`src/sv/vt4_pkg.sv`:
```
// Shared types and constants for the 4x4 vertex transform pipeline.
// No dependencies; used by every module of the block.
package vt4_pkg;

  localparam int WORD_W       = 32;
  localparam int ENTRIES      = 16;
  localparam int IDX_W        = 4;
  localparam int COLS         = 4;
  localparam int FRAC_BITS_DEF = 16;
  localparam int S_TDATA_W    = 136;
  localparam int M_TDATA_W    = 128;

  typedef enum logic {
    ACT_WRITE = 1'b0,
    ACT_XFORM = 1'b1
  } action_t;

  typedef logic [WORD_W-1:0] word_t;
  typedef word_t [ENTRIES-1:0] matrix_t;

  // per-stage load enables and matrix write strobe
  typedef struct packed {
    logic s1;
    logic s2;
    logic s3;
    logic s4;
    logic s5;
    logic wr;
  } pipe_en_t;

  function automatic logic signed [2*WORD_W-1:0] smul(input logic signed [WORD_W-1:0] a,
                                                       input logic signed [WORD_W-1:0] b);
    smul = $signed({{WORD_W{a[WORD_W-1]}}, a}) * $signed({{WORD_W{b[WORD_W-1]}}, b});
  endfunction

endpackage

```
`src/sv/vt4_matrix.sv`:
```
// Matrix store: sixteen 32-bit entries, cleared by reset, written one word at a time.
// Depends on vt4_pkg.
module vt4_matrix (
  input  logic                      clk,
  input  logic                      rst,
  input  logic                      wr,
  input  logic [vt4_pkg::IDX_W-1:0] wr_idx,
  input  vt4_pkg::word_t            wr_value,
  output vt4_pkg::matrix_t          mat
);

  vt4_pkg::matrix_t entries;

  always_ff @(posedge clk) begin
    if (rst) begin
      entries <= '0;
    end else if (wr) begin
      entries[wr_idx] <= wr_value;
    end
  end

  assign mat = entries;

endmodule

```
`config.mk`:
```
export PLATFORM = sky130hd
export DESIGN_NAME = vt4_matrix
export DESIGN_NICKNAME = d
export VERILOG_FILES = /design/src/sv/vt4_pkg.sv /design/src/sv/vt4_matrix.sv
export SDC_FILE = /design/constraint.sdc
export NUM_CORES = 1
export LEC_CHECK = 0
export BUFFER_PORTS_ARGS = -buffer_cell sky130_fd_sc_hd__buf_2
export CORE_MARGIN = 1
export CORE_UTILIZATION = 30
export DETAILED_ROUTE_END_ITERATION = 10
export GPL_TIMING_DRIVEN = 1
export SYNTH_ARGS = -nofsm -noshare
export SYNTH_HDL_FRONTEND = slang
export SYNTH_SLANG_ARGS = --single-unit
```
`constraint.sdc`:
```
create_clock -name clk -period 2.4 [get_ports clk]
set_clock_uncertainty 0.2 [all_clocks]
set_input_delay 0.48 -clock clk [delete_from_list [all_inputs] [get_ports clk]]
set_output_delay 0.48 -clock clk [all_outputs]
set_load 0.05 [all_outputs]
```
# Yosys cells after proc, flatten, opt, wreduce, memory -nomap -nowiden
# Index checks and enable logic that the tools add are counted.
# word_totals
regBits	512
latchBits	0
ramBits	0
rom_bits	0
in_bits	39
wordCells	22
n_memories	0
# op_classes
n_addsub	0
n_mul	0
div	0
order_cmp	2
n_eq_ne	0
n_shift	0
muxes	3
bitwise	0
n_reduce_logical	1
# op_table
operator	n
bitwise mux 512 bit	1
demux 32 bit (select 4 bit)	1
2-to-1 mux 32 bit	1
less-than comparator 4 x 5 -> 1 bit, second input constant	1
greater-or-equal comparator 4 x 1 -> 1 bit, second input constant	1
logical AND 1 bit	1

# Depth between registers and ports, before layout
# logic_depth
word_depth	5
depth_mapped	6
depth_no_buf	3

# Worst setup path after synthesis
# No wires, ideal clock.
# synth_timing
path_type	input -> register
from	input wr_idx[0] in the netlist's numbering
to	register entries (netlist bit mat[33])
arrival_ns	1.440
setup_slack_ns	0.688
path_stages	6
n_path_buf	3
path_cell_list	buf_4 nor2b_1 buf_2 nand2_2 buf_2 mux2i_1
# synth_via
elab_chain_len	5
word_cells_on_any_way	6
cone_classes	order compare (2); mux (3); reduce/logical (1)
# synth_lines
item	line	text
start, declared	vt4_matrix.sv:7	input logic [vt4_pkg::IDX_W-1:0] wr_idx,
less-than comparator 4 x 5 -> 1 bit (not written as such) or greater-or-equal comparator 4 x 1 -> 1 bit (tied branches)	vt4_matrix.sv:18	entries[wr_idx] <= wr_value;
logical AND 1 bit (not written as such)	vt4_matrix.sv:18	
2-to-1 mux 32 bit (not written as such)	vt4_matrix.sv:18	
demux 32 bit (select 4 bit) *	vt4_matrix.sv:18	
bitwise mux 512 bit *	vt4_matrix.sv:18	
end signal, assigned by index	vt4_matrix.sv:18	
end, declared	vt4_matrix.sv:12	vt4_pkg::matrix_t entries;
# Mark *: on every way between the ends. The rest lies on a longest branch, timed or not.
# A chain may end at the register's enable or synchronous reset.

# Worst setup path in the final report
# layout_timing
from	register entries (netlist bit mat[80])
to	output mat[80] in the netlist's numbering
# layout_rtl
item	line	text
end, declared	vt4_matrix.sv:9	output vt4_pkg::matrix_t mat
# No word-level cell between the ends.

==> impl_metrics.ini <==
[run_status]
outcome = finished, final reports clean

[sta]
setup-violations-final = 0
hold_violations = 0
rsz0062_at_grt = false
setup_tns_ps = 0
min_period_ps = 2020
final.period_utilization_pct = 84.2
slew-limit-headroom_pct = 52.9
finalMaxSlewViolations = 0
fmaxAchievable_ghz = 0.495
worst_pin_slew_ps = 707

[synth]
ys.flop_type = dfxtp_1
synth_area_sq_um = 19900
synthesis.nets = 1811
ys_warn_count = 0
synth_cells = 1772
synth_edf_count = 0
avgSynthCellArea_sq_um = 11.2
synthArstFlopShare_pct = 0
synth_cell_types = 16
ys_ff_latch = 512
seq_area_frac_synth_pct = 51.6

[detailed_routing]
vias = 14200
drt_first_pass_iters = 5
dr.first_iter.drc_count = 786
viasPerCell = 4.47
wirelength_um = 63600
wire_per_inst_um = 20.1
drc = 0
drt.antenna.violating_nets = 0

[worst_setup_path]
setup.worst_path.end = mat[80]
crit_start = mat[80]
cp.required_ps = 1720
cp.arrival_ps = 1340
crit_path_cell_trace = buf_2
r2r_start = mat[80]
r2r_end = mat[80]
cp_max_fo = 2
cpMaxStageDelayCell = dfxtp_1
reg2reg_depth = 2
end_kind = output port
start_kind = register
cp_num_buf_inv = 1
cp_top_family = flip-flops
cp_slowest_stage_delay_ps = 410
rrSetupSlack_ps = 1500
cp.depth = 1
crit_type = register to output port

[layout]
nFillCells = 6395
largest_reg_flops = 512
drive_above_1_share_pct = 31.1
fin_nets = 2312
fin_area_sq_um = 25500
area_growth_pct = 28.2

[pwr]
leakage_nw = 14.0
power.density_nw_per_um2 = 740
p_comb_share_pct = 7.4
p_clk_share_pct = 46.6
switching_share_pct = 23.6
ir_drop_uv = 554
p_switching_mw = 4.45
p_seq_share_pct = 46.0
internal-power_mw = 14.4

[global_route]
grt_overflow = 0
track_usage_pct = 18.2
grt_first_pass_wirelength_um = 93300
grt_pass1_vias = 14700
antenna_found_initial = 0
grt_max_degree = 104

[cts]
htreeDepth = 2
clk_path_buf_depth = 3
path_clk_slew_ps = 60
cts_buffers = 56
cts-resized-gates = 0
clockRootBuffer = clkbuf_16
clock_sinks = 512
cts_tree = built
clkLatencyLatePin_ps = 590

[floorplan]
fp-row-count = 93
die_w_um = 259
ios = 551
initial_core_util_pct = 30.6
die_h_um = 259
dieArea_sq_um = 67300
coreArea_sq_um = 64900

[placed_design]
io_buffers = 550
place_congestion = 0.797
hpwlAfterDp_um = 43500
place_area_sq_um = 23600

[min_path]
hp-class = primary input to register

[run]
cap_viol_max_count = 0
-- metal layers --
layer | share of wire [%] | vias to the layer above | track usage [%]
met1 | 45 | 6853 | 23.1
met3 | 6.6 | 110 | 5.10
met4 | 2.9 | 0 | 6.14
met5 | 0 | - | 0
met2 | 46 | 442 | 29.7
li1 | - | 6758 | -
-- metrics by stage --
step | hold WS [ps] | worst slack (ps) | util [%] | cells | power, mW
floorplan | 493 | 688 | - | 1772 | 9.80
global placement | 257 | 275 | 36.4 | 3069 | 10.2
detailed placement | 258 | 215 | 36.4 | 3069 | 10.3
CTS | 11.1 | 318 | 39.2 | 3164 | 19.1
global route | 45.7 | 315 | 39.2 | 3164 | 19.5
finish | 54.5 | 380 | 39.2 | 3165 | 18.8
-- worst min-delay path by stage --
stage	start	endpoint	cells past startpoint	slack [ps]
2_1_floorplan	mat[0]	mat[0]	2	490
3_3_place_gp	mat[20]	mat[20]	2	260
3_5_place_dp	mat[56]	mat[56]	2	260
4_1_cts	wr_value[19]	mat[19]	3	10
5_1_grt	wr_value[19]	mat[19]	3	50
6_report	wr_value[0]	mat[480]	3	50
-- Yosys cell counts, types with 2 or more instances --
library cell	number	area, sq um
nand2b_1	544	3400
clkbuf_1	87	327
buf_4	42	315
buf_6	2	22.5
nor2b_1	2	12.5
mux2i_1	512	5120
and2_1	2	12.5
dfxtp_1	512	10200
nand2_2	11	68.8
nand3_2	4	40.0
and3b_1	2	17.5
buf_2	48	240
-- what timing repair did --
action / CTS / global route
hold buffers: 1 / 0
endpoints found under the hold margin: 1 / 0
buffers inserted: 0 / 0
-- cells by family after synthesis --
kind of cell / synth area share (%)
and+or+nand+nor: 18.1
muxes: 25.8
DFF: 51.6
buffers and inverters: 4.55
-- area by class of cell --
| cell class | instances | area [sq um] | area share (%) |
|---|---|---|---|
| Multi-Input combinational cell | 1081 | 8720 | 34.2 |
| Clock inverter | 16 | 284 | 1.11 |
| Timing Repair Buffer | 622 | 3590 | 14.1 |
| Clock buffer | 78 | 1560 | 6.11 |
| Tap cell | 855 | 1070 | 4.20 |
| Antenna cell | 1 | 2.50 | 0.00982 |
| Sequential cell | 512 | 10200 | 40.2 |
-- layout by cell type (no fill, tap or decap), types with 4 or more instances in the layout --
master and instances:
buf_2 549, nand2b_1 544, mux2i_1 512, dfxtp_1 512, clkbuf_16 57, buf_4 48
buf_12 23, clkbuf_1 16, nand2_2 12, bufinv_16 8, clkinv_2 7, clkbuf_8 5
nand3_2 4
-- power by group through the flow --
stage	Clock (mW)	Sequential, mW	Combinational [mW]
2_1_floorplan	0	9.23	0.567
3_3_place_gp	0	8.85	1.39
3_5_place_dp	0	8.86	1.41
4_1_cts	9.01	8.67	1.41
5_1_grt	9.32	8.68	1.46
6_report	8.77	8.67	1.40
No activity file was read; power rests on OpenSTA's default activity.
