File: src/sv/vt4_pkg.sv
// Shared types and constants for the 4x4 vertex transform pipeline.
// No dependencies; used by every module of the block.
package vt4_pkg;

  localparam int WORD_W       = 32;
  localparam int ENTRIES      = 16;
  localparam int IDX_W        = 4;
  localparam int COLS         = 4;
  localparam int FRAC_BITS_DEF = 16;
  localparam int S_TDATA_W    = 136;
  localparam int M_TDATA_W    = 128;

  typedef enum logic {
    ACT_WRITE = 1'b0,
    ACT_XFORM = 1'b1
  } action_t;

  typedef logic [WORD_W-1:0] word_t;
  typedef word_t [ENTRIES-1:0] matrix_t;

  // per-stage load enables and matrix write strobe
  typedef struct packed {
    logic s1;
    logic s2;
    logic s3;
    logic s4;
    logic s5;
    logic wr;
  } pipe_en_t;

  function automatic logic signed [2*WORD_W-1:0] smul(input logic signed [WORD_W-1:0] a,
                                                       input logic signed [WORD_W-1:0] b);
    smul = $signed({{WORD_W{a[WORD_W-1]}}, a}) * $signed({{WORD_W{b[WORD_W-1]}}, b});
  endfunction

endpackage

File: src/sv/vt4_pipe_ctrl.sv
// Valid/ready chain for the five-stage pipeline; stages fill bubbles independently.
// Depends on vt4_pkg.
module vt4_pipe_ctrl (
  input  logic              clk,
  input  logic              rst,
  input  logic              s_tvalid,
  output logic              s_tready,
  input  logic              s1_xform,
  output logic              m_tvalid,
  input  logic              m_tready,
  output vt4_pkg::pipe_en_t en
);

  logic v1, v2, v3, v4, v5;
  logic ready1, ready2, ready3, ready4, ready5;
  logic fire1;

  always_comb begin
    ready5 = !v5 || m_tready;
    ready4 = !v4 || ready5;
    ready3 = !v3 || ready4;
    ready2 = !v2 || ready3;
    // a write leaves stage 1 at once, a transform needs room downstream
    fire1  = v1 && (!s1_xform || ready2);
    ready1 = !v1 || fire1;
  end

  always_comb begin
    en.s1 = ready1;
    en.s2 = ready2;
    en.s3 = ready3;
    en.s4 = ready4;
    en.s5 = ready5;
    en.wr = v1 && !s1_xform;
  end

  always_ff @(posedge clk) begin
    if (rst) begin
      v1 <= 1'b0;
      v2 <= 1'b0;
      v3 <= 1'b0;
      v4 <= 1'b0;
      v5 <= 1'b0;
    end else begin
      if (ready1) v1 <= s_tvalid;
      if (ready2) v2 <= v1 && s1_xform;
      if (ready3) v3 <= v2;
      if (ready4) v4 <= v3;
      if (ready5) v5 <= v4;
    end
  end

  assign s_tready = ready1;
  assign m_tvalid = v5;

  a_accept_fills_s1: assert property (@(posedge clk) disable iff (rst)
    s_tvalid && s_tready |=> v1)
    else $error("accepted word did not enter stage 1");

  a_xform_holds_s1: assert property (@(posedge clk) disable iff (rst)
    v1 && s1_xform && !ready2 |=> v1 && $stable(s1_xform))
    else $error("stalled transform left stage 1");

  a_full_blocks_input: assert property (@(posedge clk) disable iff (rst)
    v1 && s1_xform && v2 && v3 && v4 && v5 && !m_tready |-> !s_tready)
    else $error("input accepted with full stalled pipeline");

  a_s2_holds: assert property (@(posedge clk) disable iff (rst)
    v2 && !ready3 |=> v2)
    else $error("stage 2 dropped a word under stall");

endmodule

File: config.mk
export PLATFORM = sky130hd
export DESIGN_NAME = vt4_pipe_ctrl
export DESIGN_NICKNAME = d
export VERILOG_FILES = /design/src/sv/vt4_pkg.sv /design/src/sv/vt4_pipe_ctrl.sv
export SDC_FILE = /design/constraint.sdc
export NUM_CORES = 1
export LEC_CHECK = 0
export ABC_CLOCK_PERIOD_IN_PS = 1100
export BUFFER_PORTS_ARGS = -buffer_cell sky130_fd_sc_hd__buf_2
export CORE_AREA = 3 3 40 42
export CTS_CLUSTER_SIZE = 20
export DETAILED_ROUTE_END_ITERATION = 10
export DIE_AREA = 0 0 43 45
export PLACE_DENSITY_LB_ADDON = 0.1
export SLEW_MARGIN = 20
export SYNTH_ARGS = -nofsm -noshare
export SYNTH_HDL_FRONTEND = slang
export SYNTH_SLANG_ARGS = --single-unit
export TNS_END_PERCENT = 1
File: constraint.sdc
create_clock -name clk -period 1.1 [get_ports clk]
set_input_delay 0.11 -clock clk [delete_from_list [all_inputs] [get_ports clk]]
set_output_delay 0.11 -clock clk [all_outputs]
set_load 0.03 [all_outputs]
Yosys cells after proc, flatten, opt, wreduce, memory -nomap -nowiden
Index checks and enable logic that the tools add are counted.
Word-level totals
  bits in registers: 5
Cells by class
  reductions and logical operators: 15
Operators by type and width (count)
  $logic_not 1->1: 6
  $logic_or 1x1->1: 6
  $logic_and 1x1->1: 3

Logic depth before layout (Yosys ltp)
Gate-level depths: netlist of the first run.
  depth in word-level cells: 8
  gate-level depth with buffers: 3

Worst setup path after synthesis of the first run
No wires, ideal clock.
  path type: register to output
  start point: register v5, in the netlist m_tvalid
  end point: output port en[5] (netlist name)
  setup slack: -471 ps
  cell stages (with the launch flop): 4
  arrival time: 1461 ps
  path buffers: 1
  cells stage by stage: dfxtp_1 > and4b_2 > nand4_1 > buf_4
On the way
  word-level cells in the longest chain between the ends: 8
Ends and longest elaborated chain
  start: declaration: line vt4_pipe_ctrl.sv:14  | logic v1, v2, v3, v4, v5;
  start signal: assignment: line vt4_pipe_ctrl.sv:49  | if (ready5) v5 <= v4;
  $logic_not 1->1: line vt4_pipe_ctrl.sv:19  | ready5 = !v5 || m_tready;
  $logic_or 1x1->1: line vt4_pipe_ctrl.sv:19
  $logic_or 1x1->1: line vt4_pipe_ctrl.sv:20  | ready4 = !v4 || ready5;
  $logic_or 1x1->1: line vt4_pipe_ctrl.sv:21  | ready3 = !v3 || ready4;
  $logic_or 1x1->1: line vt4_pipe_ctrl.sv:22  | ready2 = !v2 || ready3;
  $logic_or 1x1->1: line vt4_pipe_ctrl.sv:24  | fire1 = v1 && (!s1_xform || ready2);
  $logic_and 1x1->1: line vt4_pipe_ctrl.sv:24
  $logic_or 1x1->1: line vt4_pipe_ctrl.sv:25  | ready1 = !v1 || fire1;
  end: declaration: line vt4_pipe_ctrl.sv:11  | output vt4_pkg::pipe_en_t en
No other way between the ends.

==> impl_metrics.ini, run 1 <==
[floorplanning]
ios = 13
fp.coreArea_sq_um = 1280
die_x_um = 43
rows = 13
initial_utilization = 0.202
die_area_sq_um = 1940
die-height_um = 45

[setup_path]
crit-reg2reg-capture = v2$_SDFFE_PP0P_
cp_slowest_cell = dfxtp_4
rr_worst_depth = 3
worst_reg2reg_path_startpoint = m_tvalid$_SDFFE_PP0P_
worst_setup_path_end_kind = primary output
path_max_fanout = 4
crit_chain = and4b_2 -> nand4_1 -> buf_2
worst-setup-path-type = flop to primary output
regToRegSetupSlack_ns = 0.21
critPathLaunchType = flop
cp_slowest_stage_delay_ns = 0.34
cp_data_arrival_time_ns = 1.12
timing.critical_path.required_ns = 0.99

[power_and_ir_drop]
switching_share = 0.208
pwr_density_cell_nw_per_um2 = 1200
p_int_uw = 333
pwr-share-clk = 0.487
share_of_total_power_in_sequential_cells = 0.445
power.net_switching_uw = 87.6
power_frac_comb = 0.068
ir_worst_vdd_uv = 438
total_leakage_power_nw = 0.137
post-layout-total-power_uw = 421

[logic_synthesis]
number_of_synthesized_register_bits = 5
ys_types = 14
synth_seq_area_share = 0.386
avgSynthCellArea_sq_um = 9.25
syn-instance-count = 28
syn_nets = 33
yosysWarnings = 0
synth.cell_area_sq_um = 259

[clocking]
cts-buffers-inserted = 3
cts_htree_levels = 1
clkSlewWorstSetupHoldPaths_ns = 0.04
cts.sink_count = 5
ctsRootBufferMaster = clkbuf_4
max-clock-path-buffers = 2
clk_latency_ns = 0.23
tritoncts = yes
post_cts_setup_repair_bufs = 0

[drt]
detail_route.vias_per_cell = 3.83
wl_per_cell_um = 9.33
antenna_violating_nets_post_route = 0
detail_route.drc_violations = 0
drt-pass1-iter-count = 2
wl_um = 504
drt_first_iter_violations = 1
routed-via-count = 207

[timing]
final.setup_skew_ns = 0.000699
worst_slew_pin_slew_ns = 0.156
achievable-frequency_mhz = 811
final_hold_viols = 0
layout_setup_ws_ns = -0.133
slew_headroom = 0.896
number_of_endpoints_failing_setup_at_the_final_stage = 5
fin_crit_ns = 1.23
final.setup.tns_ns = -0.411
rsz0062_at_grt = true
slew_viol_final = 0
layout_worst_path_cycle_share = 1.12

[cells_and_area]
finalNetCount = 45
drive_above_1_share = 0.538
syn_to_final_growth_pct = 35.3
finish.cell_count_without_fillers = 54
n_antenna_cell = 0
final.fill_count = 151
final_cell_mix = buf_2, inv_1
layout_commonest_cell = buf_2

[status]
run_status = finished, violations left
failed_checks = negative setup slack

[worst_hold_path]
worst_hold_path.endpoint = v1$_SDFFE_PP0P_
min_path_cells = 3
timing.hold.worst.start = s_tvalid
holdCritPathClass = input port to flop

[global_routing]
first_global_vias = 182
globalRouteOverflowTotal = 0
antenna_violations_before_repair = 0
overall_global_routing_resource_usage = 0.0575
grt_first_pass_wirelength_um = 710
grt_start_max_net_pins = 8

[placed_design]
gp_congestion = 0.595
dp.cells = 50
place_hpwl_um = 406
io_buffer_count = 12

[job]
cap_viol_max_count = 0
[synth_stat cells]
| master | count | area (sq um) |
|---|---|---|
| or2b_2 | 1 | 8.76 |
| nand2_1 | 1 | 3.75 |
| nand3b_1 | 2 | 15.0 |
| nand4b_1 | 1 | 8.76 |
| inv_2 | 1 | 3.75 |
| nor2b_1 | 1 | 6.26 |
| nand4_1 | 1 | 6.26 |
| dfxtp_1 | 5 | 100 |
| and4b_2 | 1 | 11.3 |
| o22ai_1 | 1 | 6.26 |
| buf_4 | 5 | 37.5 |
| a21oi_1 | 3 | 15.0 |
| inv_1 | 4 | 15.0 |
| o31ai_4 | 1 | 21.3 |
[metal layers]
layer  GRT usage  part of all wire  up-vias
met3      0.0478             0.079        0
met1      0.0557              0.44       89
met5           0                 0        -
met4      0.0542                 0        0
met2      0.0749              0.48        7
li1            -                 -      111
[power groups by stage]
stage	logic (mW)	registers, mW	clock network [mW]
CTS	0.0288	0.187	0.219
finish	0.0286	0.187	0.205
global route	0.0309	0.188	0.231
detailed placement	0.0285	0.190	0
global placement	0.0282	0.191	0
floorplan	0.0129	0.190	0
[registers in the layout, summed over array words and instances (netlist names)]
register  cells
v3            1
v4            1
m_tvalid      1
v2            1
v1            1
[area by class of cell]
| type | instances | area [sq um] | area share |
|---|---|---|---|
| inverter | 5 | 18.8 | 0.0536 |
| tap | 15 | 18.8 | 0.0536 |
| multi-input combinational | 13 | 103 | 0.293 |
| clock buffer | 4 | 26.3 | 0.0750 |
| timing repair buffer | 12 | 78.8 | 0.225 |
| sequential | 5 | 105 | 0.300 |
[critical path: cells and delay by family (launching register included)]
kind,cells,cell delay [ns]
buf+inv,1,0.19
flops,1,0.34
simple gates,2,0.35
[through the flow]
stage                     hold WS, ns  utilization  area, sq um  setup slack, ns
after floorplan                 0.169            -          267           -0.295
after global placement          0.370        0.237          304            0.110
after detailed placement        0.382        0.237          304           0.0902
after CTS                       0.126        0.273          350           -0.158
after global routing            0.143        0.273          350           -0.235
final                           0.134        0.273          350           -0.133
[timing repair]
| action | in CTS | in global routing |
|---|---|---|
| endpoints found under the setup margin | 5 | 5 |
| gates resized for setup | 7 | 0 |
| hold buffers | 0 | 0 |
[logic make-up (layout without fill, tap and decap cells)]
logic type | Yosys count | after routing | synth area share
AO/OA/AOI/OAI | 5 | 5 | 0.164
buffers and inverters | 10 | 21 | 0.217
AND/OR/NAND/NOR | 8 | 8 | 0.232
flip-flops | 5 | 5 | 0.386
[worst max path at each step]
stage                                      from  endpoint  slack [ns]
after CTS                 m_tvalid$_SDFFE_PP0P_     en[5]       -0.16
after global routing            v3$_SDFFE_PP0P_  s_tready       -0.23
after floorplan           m_tvalid$_SDFFE_PP0P_     en[5]       -0.30
after global placement    m_tvalid$_SDFFE_PP0P_     en[5]        0.11
final                     m_tvalid$_SDFFE_PP0P_     en[5]       -0.13
after detailed placement        v4$_SDFFE_PP0P_     en[5]        0.09
No activity file was read; power rests on OpenSTA's default activity.
==> run 2, diff against run 1 <==
- CTS_BUF_LIST: default -> sky130_fd_sc_hd__clkbuf_2
==> run 2 against run 1 <==
Net effect: clock skew about the same; clock-buffer cell count unchanged; die area is the same; highest routed layer unchanged; global-route usage increased by 0.17 points; critical path depth is the same; wire length is 0.99% lower; largest power group is now sequential cells; the flow still finishes with violations (negative setup slack); critical path type unchanged; setup slack gained 0.021 ns; critical endpoint unchanged; final cell count unchanged; largest cell class unchanged.
==> impl_metrics.ini, run 2 (same netlist as run 1, synthesis figures left out) <==
[placed_design]
place_hpwl_um = 406
dp.cells = 50
dpl-instance-area_sq_um = 304
io_buffer_count = 12
gp_congestion = 0.595

[timing]
layout_setup_ws_ns = -0.112
final.setup_skew_ns = 0.00113
slew_headroom = 0.900
slew_viol_final = 0
number_of_endpoints_failing_setup_at_the_final_stage = 5
worst_slew_pin_slew_ns = 0.150
rsz0062_at_grt = true
achievable-frequency_mhz = 825
final_hold_slack_ns = 0.159
final_hold_viols = 0
fin_crit_ns = 1.21
layout_worst_path_cycle_share = 1.10

[global_routing]
overall_global_routing_resource_usage = 0.0592
first_global_vias = 180
grt_first_pass_wirelength_um = 703
antenna_violations_before_repair = 0
globalRouteOverflowTotal = 0
grt_start_max_net_pins = 8

[power_and_ir_drop]
post-layout-total-power_uw = 383
ir_worst_vdd_uv = 393
total_leakage_power_nw = 0.139
pwr_density_cell_nw_per_um2 = 1110

[setup_path]
worst-setup-path-type = flop to primary output
path_max_fanout = 4
worst_setup_path_end_kind = primary output
timing.critical_path.required_ns = 0.99
cp_data_arrival_time_ns = 1.10
critPathLaunchType = flop

[clocking]
post_cts_setup_repair_bufs = 0
ctsHoldBuffers = 0
cts_htree_levels = 1
ctsRootBufferMaster = clkbuf_2
clk_latency_ns = 0.21
cts.sink_count = 5
cts-buffers-inserted = 3
tritoncts = yes
clkSlewWorstSetupHoldPaths_ns = 0.06
max-clock-path-buffers = 2

[cells_and_area]
drive_above_1_share = 0.590
n_antenna_cell = 0
final_cell_area_sq_um = 345
layout_commonest_cell = buf_2
core_util_final = 0.269
finish.cell_count_without_fillers = 54
syn_to_final_growth_pct = 33.3
final_cell_mix = buf_2, inv_1, clkbuf_2
finalNetCount = 45

[drt]
drt_first_iter_violations = 1
routed-via-count = 213
drt-pass1-iter-count = 2
detail_route.vias_per_cell = 3.94
wl_per_cell_um = 9.24
antenna_violating_nets_post_route = 0
detail_route.drc_violations = 0
wl_um = 499

[floorplanning]
ios = 13
die_x_um = 43
initial_utilization = 0.202
die_area_sq_um = 1940
die-height_um = 45
rows = 13
fp.coreArea_sq_um = 1280

[status]
failed_checks = negative setup slack
run_status = finished, violations left

[job]
cap_viol_max_count = 0

[worst_hold_path]
holdCritPathClass = input port to flop
## run 2: changes by cell type in the layout (fill, tap and decap cells not counted)
| cell | change |
|---|---|
| dfxtp_2 | +1 |
| clkbuf_2 | +4 |
| dfxtp_1 | -1 |
| clkbuf_4 | -3 |
| clkbuf_1 | -1 |
## run 2: through the flow
stage / setup TNS [ns] / setup slack [ns]
CTS: -0.449 / -0.144
detailed placement: 0 / 0.0902
finish: -0.307 / -0.112
floorplan: -0.304 / -0.295
global placement: 0 / 0.110
global route: -0.744 / -0.221
## run 2: worst max-delay path: stages (launching register included)
cell and delay [ns]:
dfxtp_4 0.34, and4b_2 0.24, nand4_1 0.11, buf_2 0.19
## run 2: layout make-up
| type | count | area (sq um) |
|---|---|---|
| Fill cell | 151 | 940 |
| Sequential cell | 5 | 106 |
| Multi-Input combinational cell | 13 | 103 |
| Timing Repair Buffer | 12 | 78.8 |
| Clock buffer | 4 | 20.0 |
| Inverter | 5 | 18.8 |
| Tap cell | 15 | 18.8 |
## run 2: worst paths after layout
| path | start | endpoint | slack [ns] | depth (start not counted) |
|---|---|---|---|---|
| setup / recovery | m_tvalid$_SDFFE_PP0P_ | en[5] | -0.11 | 3 |
| hold / removal | s_tvalid | v1$_SDFFE_PP0P_ | 0.16 | 3 |
| setup reg to reg | m_tvalid$_SDFFE_PP0P_ | v2$_SDFFE_PP0P_ | 0.21 | 3 |
| hold reg to reg | v3$_SDFFE_PP0P_ | v4$_SDFFE_PP0P_ | 0.45 | 2 |
## run 2: what timing repair did
item,in CTS,in global routing
cloned,0,0
endpoints found under the setup margin,5,5
resized for setup,7,1
## run 2: metal layers
layer	GRT usage	vias up	wire [um]
met5	0	-	0
met4	0.0723	0	0
met3	0.0478	0	40
met2	0.0719	7	238
met1	0.0557	94	219
li1	-	112	-
## run 2: where the power goes
part	internal, mW	switching, mW	leakage (nW)
Clock	0.0963	0.0715	0.0166
Combinational	0.0127	0.0158	0.0802
Sequential	0.183	0.00329	0.0425
==> run 3, diff against run 2 <==
- ABC_CLOCK_PERIOD_IN_PS: 1100 -> 1000
- PLACE_DENSITY_LB_ADDON: 0.1 -> default
- clock period: 1.1 -> 1 ns (I/O delays scaled with it)
==> run 3 against run 2 <==
Net effect: the run still ends with negative setup slack left; non-clock buffer count did not move; clock power increased by 9%; critical path depth unchanged.
==> impl_metrics.ini, run 3 (same netlist as run 1, synthesis figures left out) <==
[drt]
wl_um = 473
detail_route.vias_per_cell = 3.93
detail_route.drc_violations = 0
antenna_violating_nets_post_route = 0
drt-pass1-iter-count = 1
drt_first_iter_violations = 0
wl_per_cell_um = 8.76
routed-via-count = 212

[timing]
final.setup.tns_ns = -0.773
number_of_endpoints_failing_setup_at_the_final_stage = 5
slew_viol_final = 0
slew_headroom = 0.902
fin_crit_ns = 1.21
layout_worst_path_cycle_share = 1.21
layout_setup_ws_ns = -0.210
final.setup_skew_ns = 0.00265
achievable-frequency_mhz = 826
rsz0062_at_grt = true
final_hold_viols = 0
worst_slew_pin_slew_ns = 0.147

[setup_path]
cp_data_arrival_time_ns = 1.11
path_max_fanout = 4
worst-setup-path-type = flop to primary output
timing.critical_path.required_ns = 0.90
critPathLaunchType = flop
worst_setup_path_end_kind = primary output

[floorplanning]
rows = 13
die-height_um = 45
fp.coreArea_sq_um = 1280
die_area_sq_um = 1940
die_x_um = 43
ios = 13
initial_utilization = 0.202

[power_and_ir_drop]
total_leakage_power_nw = 0.143
ir_worst_vdd_uv = 306
pwr_density_cell_nw_per_um2 = 1190

[placed_design]
io_buffer_count = 12
place_hpwl_um = 389
gp_congestion = 0.711
place_worst_setup_slack_ns = 0.0112

[cells_and_area]
n_antenna_cell = 0
area_taken_by_multi_input_logic_gates_sq_um = 103
drive_above_1_share = 0.590
final_cell_mix = buf_2, inv_1, clkbuf_2, buf_6, a21oi_1
final.fill_count = 146
finalNetCount = 45
syn_to_final_growth_pct = 36.7
reg_area_sq_um = 106
layout_commonest_cell = buf_2

[status]
failed_checks = negative setup slack
run_status = finished, violations left

[clocking]
cts-buffers-inserted = 3
tritoncts = yes
clkSlewWorstSetupHoldPaths_ns = 0.06
cts.sink_count = 5
clk_latency_ns = 0.21
cts_htree_levels = 1
ctsRootBufferMaster = clkbuf_2
max-clock-path-buffers = 2
ctsHoldBuffers = 0

[global_routing]
globalRouteOverflowTotal = 0
first_global_vias = 226
overall_global_routing_resource_usage = 0.0634
antenna_violations_before_repair = 0
grt_start_max_net_pins = 8
grt_first_pass_wirelength_um = 848

[job]
cap_viol_max_count = 0

[worst_hold_path]
holdCritPathClass = input port to flop
[run 3: final timing paths]
check | slack [ns] | start | endpoint | cells past startpoint
worst min register to register | 0.44 | v3$_SDFFE_PP0P_ | v4$_SDFFE_PP0P_ | 2
worst min-delay path | 0.15 | rst | v4$_SDFFE_PP0P_ | 2
worst max-delay path | -0.21 | m_tvalid$_SDFFE_PP0P_ | en[5] | 3
worst max register to register | 0.10 | m_tvalid$_SDFFE_PP0P_ | v2$_SDFFE_PP0P_ | 3
[run 3: timing repair]
| action | CTS | global route |
|---|---|---|
| resized for setup | 8 | 4 |
| setup endpoints to repair | 6 | 7 |
| buffers inserted | 0 | 0 |
[run 3: layer usage]
metal  up-vias  wire, um  global-route usage
met4         0         0              0.0904
li1        112         -                   -
met5         -         0                   0
met1        92       199              0.0654
met2         8       245              0.0928
met3         0        28              0.0120
[run 3: layout make-up]
| cell class | count | area share |
|---|---|---|
| Inverter | 5 | 0.0530 |
| Sequential cell | 5 | 0.300 |
| Tap cell | 15 | 0.0530 |
| Clock buffer | 4 | 0.0565 |
| Multi-Input combinational cell | 13 | 0.290 |
| Timing Repair Buffer | 12 | 0.247 |
[run 3: stage by stage]
step | std cells | utilization | area [sq um] | total power [mW] | hold WS, ns
after CTS | 54 | 0.270 | 347 | 0.433 | 0.129
after global routing | 54 | 0.276 | 354 | 0.451 | 0.139
after detailed placement | 50 | 0.237 | 304 | 0.241 | 0.374
after floorplan | 28 | - | 267 | 0.224 | 0.159
after global placement | 50 | 0.237 | 304 | 0.240 | 0.364
final | 54 | 0.276 | 354 | 0.421 | 0.146
[run 3: where the power goes]
part	switching [mW]	internal, mW	total (mW)
clock network	0.0768	0.106	0.183
registers	0.00369	0.202	0.206
logic	0.0175	0.0148	0.0323
[run 3: critical path: stages, from the launching register on]
cell,delay [ns]
dfxtp_4,0.35
and4b_2,0.25
nand4_1,0.11
buf_2,0.19
